`src/sv/rau_pkg.sv`:
```
// Shared types and codes of the rational arithmetic unit.
`default_nettype none
package rau_pkg;
   localparam int MAG_W = 64;

   typedef enum logic [2:0] {
      OP_ADD = 3'd0,
      OP_SUB = 3'd1,
      OP_MUL = 3'd2,
      OP_DIV = 3'd3,
      OP_CMP = 3'd4,
      OP_RED = 3'd5
   } op_type;

   typedef enum logic [1:0] {
      ST_OK      = 2'd0,
      ST_BAD_OPD = 2'd1,
      ST_BAD_RES = 2'd2
   } status_type;

   localparam logic [1:0] CMP_LESS = 2'b11;
   localparam logic [1:0] CMP_EQ   = 2'b00;
   localparam logic [1:0] CMP_GT   = 2'b01;
endpackage
`default_nettype wire

```
`src/sv/rau_gcd_div.sv`:
```
// Binary GCD engine with a shared restoring divider that reduces a fraction.
`default_nettype none
module rau_gcd_div (
   input  wire logic                       clock,
   input  wire logic                       reset,
   input  wire logic                       start,
   input  wire logic [rau_pkg::MAG_W-1:0]  num_mag,
   input  wire logic [rau_pkg::MAG_W-1:0]  den_mag,
   output logic                            done,
   output logic [rau_pkg::MAG_W-1:0]       num_q,
   output logic [rau_pkg::MAG_W-1:0]       den_q
);
   import rau_pkg::*;

   typedef enum logic [4:0] {
      G_IDLE = 5'b00001,
      G_GCD  = 5'b00010,
      G_DIVN = 5'b00100,
      G_DIVD = 5'b01000,
      G_DONE = 5'b10000
   } gstate_type;

   gstate_type          state_ff, state_in;
   logic [MAG_W-1:0]    x_ff, x_in, y_ff, y_in, n_ff, n_in, d_ff, d_in;
   logic [MAG_W-1:0]    g_ff, g_in, q_ff, q_in, r_ff, r_in;
   logic [MAG_W-1:0]    nq_ff, nq_in, dq_ff, dq_in;
   logic [5:0]          k_ff, k_in, cnt_ff, cnt_in;
   logic [MAG_W:0]      rs;
   logic                ge;
   logic [MAG_W-1:0]    q_step, r_step;

   // One restoring division step: shift in the next dividend bit, try subtract.
   always_comb begin
      rs     = {r_ff, q_ff[MAG_W-1]};
      ge     = rs >= {1'b0, g_ff};
      r_step = ge ? MAG_W'(rs - {1'b0, g_ff}) : rs[MAG_W-1:0];
      q_step = {q_ff[MAG_W-2:0], ge};
   end

   always_comb begin
      state_in = state_ff;
      x_in = x_ff; y_in = y_ff; n_in = n_ff; d_in = d_ff;
      g_in = g_ff; q_in = q_ff; r_in = r_ff;
      nq_in = nq_ff; dq_in = dq_ff; k_in = k_ff; cnt_in = cnt_ff;
      case (state_ff)
         G_IDLE: begin
            if (start) begin
               x_in = num_mag; y_in = den_mag;
               n_in = num_mag; d_in = den_mag;
               k_in = '0;
               state_in = G_GCD;
            end
         end
         G_GCD: begin
            if (x_ff == '0 || y_ff == '0) begin
               g_in     = (x_ff == '0) ? (y_ff << k_ff) : (x_ff << k_ff);
               q_in     = n_ff;
               r_in     = '0;
               cnt_in   = '0;
               state_in = G_DIVN;
            end else if (!x_ff[0] && !y_ff[0]) begin
               x_in = x_ff >> 1;
               y_in = y_ff >> 1;
               k_in = k_ff + 6'd1;
            end else if (!x_ff[0]) begin
               x_in = x_ff >> 1;
            end else if (!y_ff[0]) begin
               y_in = y_ff >> 1;
            end else if (x_ff >= y_ff) begin
               x_in = x_ff - y_ff;
            end else begin
               y_in = y_ff - x_ff;
            end
         end
         G_DIVN: begin
            q_in   = q_step;
            r_in   = r_step;
            cnt_in = cnt_ff + 6'd1;
            if (cnt_ff == '1) begin
               nq_in    = q_step;
               q_in     = d_ff;
               r_in     = '0;
               state_in = G_DIVD;
            end
         end
         G_DIVD: begin
            q_in   = q_step;
            r_in   = r_step;
            cnt_in = cnt_ff + 6'd1;
            if (cnt_ff == '1) begin
               dq_in    = q_step;
               state_in = G_DONE;
            end
         end
         G_DONE: begin
            state_in = G_IDLE;
         end
         default: begin
            state_in = G_IDLE;
         end
      endcase
   end

   always_ff @(posedge clock) begin
      if (reset) begin
         state_ff <= G_IDLE;
         cnt_ff   <= '0;
      end else begin
         state_ff <= state_in;
         cnt_ff   <= cnt_in;
      end
      x_ff <= x_in; y_ff <= y_in; n_ff <= n_in; d_ff <= d_in;
      g_ff <= g_in; q_ff <= q_in; r_ff <= r_in;
      nq_ff <= nq_in; dq_ff <= dq_in; k_ff <= k_in;
   end

   assign done  = (state_ff == G_DONE);
   assign num_q = nq_ff;
   assign den_q = dq_ff;
endmodule
`default_nettype wire

```
`config.mk`:
```
export PLATFORM = sky130hd
export DESIGN_NAME = rau_gcd_div
export DESIGN_NICKNAME = d
export VERILOG_FILES = /design/src/sv/rau_pkg.sv /design/src/sv/rau_gcd_div.sv
export SDC_FILE = /design/constraint.sdc
export NUM_CORES = 1
export LEC_CHECK = 0
export BUFFER_PORTS_ARGS = -buffer_cell sky130_fd_sc_hd__buf_4
export CELL_PAD_IN_SITES_DETAIL_PLACEMENT = 0
export CELL_PAD_IN_SITES_GLOBAL_PLACEMENT = 2
export CORE_MARGIN = 5
export CORE_UTILIZATION = 35
export CTS_BUF_LIST = sky130_fd_sc_hd__clkbuf_8
export DETAILED_ROUTE_END_ITERATION = 10
export GPL_TIMING_DRIVEN = 0
export HOLD_SLACK_MARGIN = 0.15
export PLACE_DENSITY = 0.79
export SYNTH_ARGS = -nofsm -noshare
export SYNTH_HDL_FRONTEND = slang
export SYNTH_SLANG_ARGS = --single-unit
```
`constraint.sdc`:
```
create_clock -name clock -period 11.8 [get_ports clock]
set_clock_uncertainty 0.15 [all_clocks]
set_input_delay 0.59 -clock clock [delete_from_list [all_inputs] [get_ports clock]]
set_output_delay 0.59 -clock clock [all_outputs]
set_load 0.01 [all_outputs]
```
==> key figures <==
Floorplanning
  • Initial Util: a little over a third
  • Placement Rows: about 120
  • Die X: 339.7 microns
  • Core Region: about 110000 sq um
  • Die Area: ~120000 sq um
  • Ports: 260
  • Die Ht: 339.7 microns

Finish
  • Most frequent cells in the layout: edfxtp_1 (582), nor2_1 (409), nand2_1 (369), a21oi_1 (363), inv_1 (274)
  • Layout cells sized above 1: between 10% and 20%
  • Fin util: a little over two fifths
  • P&R area growth vs syn: 19.65%
  • Final #Nets: ~4700
  • Count of non-filler cells in the finished layout: around 6000
  • Most common cell after layout, fill and taps aside: edfxtp_1

STA
  • Slew margin rel.: -1.659%
  • Final period util: between 50% and 60%
  • Final Slew Violations: 11
  • Hold Fails Final Rpt: 0
  • Tightest Pin Transition: 1525 ps
  • Fmax: approximately 160 MHz
  • Setup TNS: 0 ps
  • RSZ-0062 raised after global routing: false
  • Finish-stage setup viols: 0
  • Worst hold slack: about 320 ps
  • Final min period: around 6300 ps

CTS
  • Clock tree buffer depth: 3
  • Worst skew pair latency: roughly 780 ps
  • CTS Sinks: 593
  • Setup Fix Bufs, Post-CTS: 0
  • Clk root buf: clkbuf_8
  • CTS buffer count: approximately 100
  • Reg clk slew, reported paths: approximately 60 ps
  • H-Tree Depth: 3
  • CTS tree: built

Power
  • Leakage Power: ~0.018 uW
  • Worst VDD drop: approximately 0.12 mV
  • Power density over the cells: 179.6 nW/um^2

Synth
  • Syn_nets: 4223
  • Largest area contributor in the synthesized netlist: edfxtp_1
  • Cells after Synth: 3894
  • Main flop type after synthesis: edfxtp_1
  • Post-synthesis async set-or-reset flop share: 0%
  • Synth area leaders: edfxtp_1 (46%), mux2i_1 (6.6%), ha_1 (6.4%)
  • EDFF count, synth: just under 600
  • Yosys warnings: 0
  • Synth unique cells: 79
  • Number of synthesized register bits: 593
  • Post-synth top area share: a little under half
  • Register area share after synthesis: a little under half
  • Avg Cell Area, Syn: 9.768 sq um
  • Post-synthesis cell area: 38040 sq um

Worst setup path
  • Critical Path RT: 12230 ps
  • FF-to-FF path depth: 13
  • Crit path kind: reg2reg
  • Critical Path Fanout Max: 10
  • Critical Path Max Stage Delay: between 800 and 900 ps
  • Crit-path most repeated cell: o21ai_0
  • Family with the most delay on the worst path: compound AO/OA/AOI/OAI gates
  • CP Capture Type: flip-flop
  • Worst setup SP type: flip-flop
  • Critical Path AT: around 6700 ps
  • RR Endpoint: y_ff[53]
  • R2r setup slk: 5490 ps
  • Crit path cell chain: ha_1 > clkbuf_1 > a21oi_1 > o21ai_0 > nor3_1 > o21ai_0 > a311oi_1 > o21ai_0 > nor2_1 > clkbuf_1 > buf_1 > a221oi_1 > nor2_1
  • Max stage delay cell, worst path: clkbuf_1
  • Critical path buffer and inverter count: 3
  • RR Startpoint: y_ff[35]

Worst hold path
  • Hold path endpoint: num_q[9]
  • Hold crit path type: reg2reg
  • Hold path start: q_ff[8]
  • Hold path cells: 0

GRT
  • Largest net degree at the start of global routing: 55
  • Total gr overflow: 0
  • Vias in the first global route: around 33000
  • First-pass GRT wire length: 227.8 mm
  • GRT Util Overall: 26.35%
  • Initial antenna violation count: 17

Drt
  • Routed wire per std cell: 26.64 microns
  • Vias: between 30000 and 40000
  • Routed vias/inst: between 5 and 6
  • Antenna Nets Post-Route: 0
  • First drt pass iteration count: 8
  • Drt initial violations: between 3000 and 4000
  • DRT Wirelength: between 150 and 200 mm
  • Residual DRC count: 0

Place
  • Hpwl dp: 124.7 mm
  • Number of instances in the placed design: between 5000 and 6000
  • GP Congestion: about 0.98
  • Port Buffer Count: ~260

Status
  • Status: finished, violations left
  • Violated checks: capacitance limit, slew limit

Job
  • Max Cap Viol: 1
worst max-delay path by stage:
stage,startpoint,end,cells past startpoint
floorplan,state_ff[2],d_ff[0],3
global route,x_ff[51],x_ff[41],15
detailed placement,x_ff[51],x_ff[48],15
global placement,x_ff[51],x_ff[32],13
finish,y_ff[35],y_ff[53],13
CTS,x_ff[51],x_ff[41],15
layout make-up:
class	instances	area [sq um]
Antenna cell	6	15.01
Buffer	228	910.9
Clock buffer	104	1431
Clock inverter	84	568.0
Fill cell	10740	62890
Inverter	250	938.4
Multi-Input combinational cell	2823	18530
Sequential cell	593	17700
Tap cell	1414	1769
Timing Repair Buffer	409	3651
kinds of logic (layout without fill, tap and decap cells):
| group | after synthesis | in the layout | share of synthesized area, % |
|---|---|---|---|
| and+or+nand+nor | 1162 | 1162 | 13.58 |
| AOI/OAI and AO/OA | 1013 | 1013 | 17.09 |
| DFF | 593 | 593 | 46.53 |
| buffers and inverters | 478 | 1075 | 4.849 |
| muxes | 262 | 262 | 7.053 |
| adders and majority gates | 198 | 198 | 6.572 |
| xor gates and xnor gates | 188 | 188 | 4.329 |
| other | 0 | 6 | 0 |
metal layers:
layer	vias up	share of wire (%)	global-route usage (%)
li1	15350	-	-
met1	16600	45	37.57
met2	1328	44	40.91
met3	236	7.9	5.658
met4	8	2.7	6.650
met5	-	0.030	0
cells in the mapped netlist (all sizes together), types with 15 or more instances:
library cell,instances
o22ai,18
mux2i,250
nand2,370
o21a,17
nor4,44
nor2,410
a211oi,44
xnor2,115
a21oi,366
a221oi,91
inv,249
o221ai,23
xor2,73
nor3,58
o21ai,196
nand2b,24
buf,47
o21bai,47
and2,17
nor2b,19
nand4,59
edfxtp,582
and3,30
clkbuf,181
nand3,97
a21boi,15
ha,195
a31oi,21
a21o,90
state kept, by name (all words and copies together), names as in the netlist, 64 cells and up:
register	count
d_ff	64
den_q	64
g_ff	64
n_ff	64
num_q	64
q_ff	64
r_ff	64
x_ff	64
y_ff	64
what timing repair did:
action / CTS / global route
hold buffers: 130 / 0
endpoints found under the hold margin: 264 / 0
resized for setup: 0 / 0
metrics by stage:
stage / instance area, sq um / power (uW) / setup slack [ps]
2_1_floorplan: 38040 / 4895 / 4960
3_3_place_gp: 41740 / 6202 / 459.5
3_5_place_dp: 42200 / 6172 / 5662
4_1_cts: 45500 / 8131 / 5678
5_1_grt: 45510 / 8559 / 5382
6_report: 45510 / 8173 / 5492
power by group:
part           switching, uW  total, uW  internal, uW  leakage [uW]
logic                   2320       3450          1130        0.0114
clock network            911       1890           982       0.00113
registers                272       2830          2550       0.00534
(Power assumes the default switching activity.)
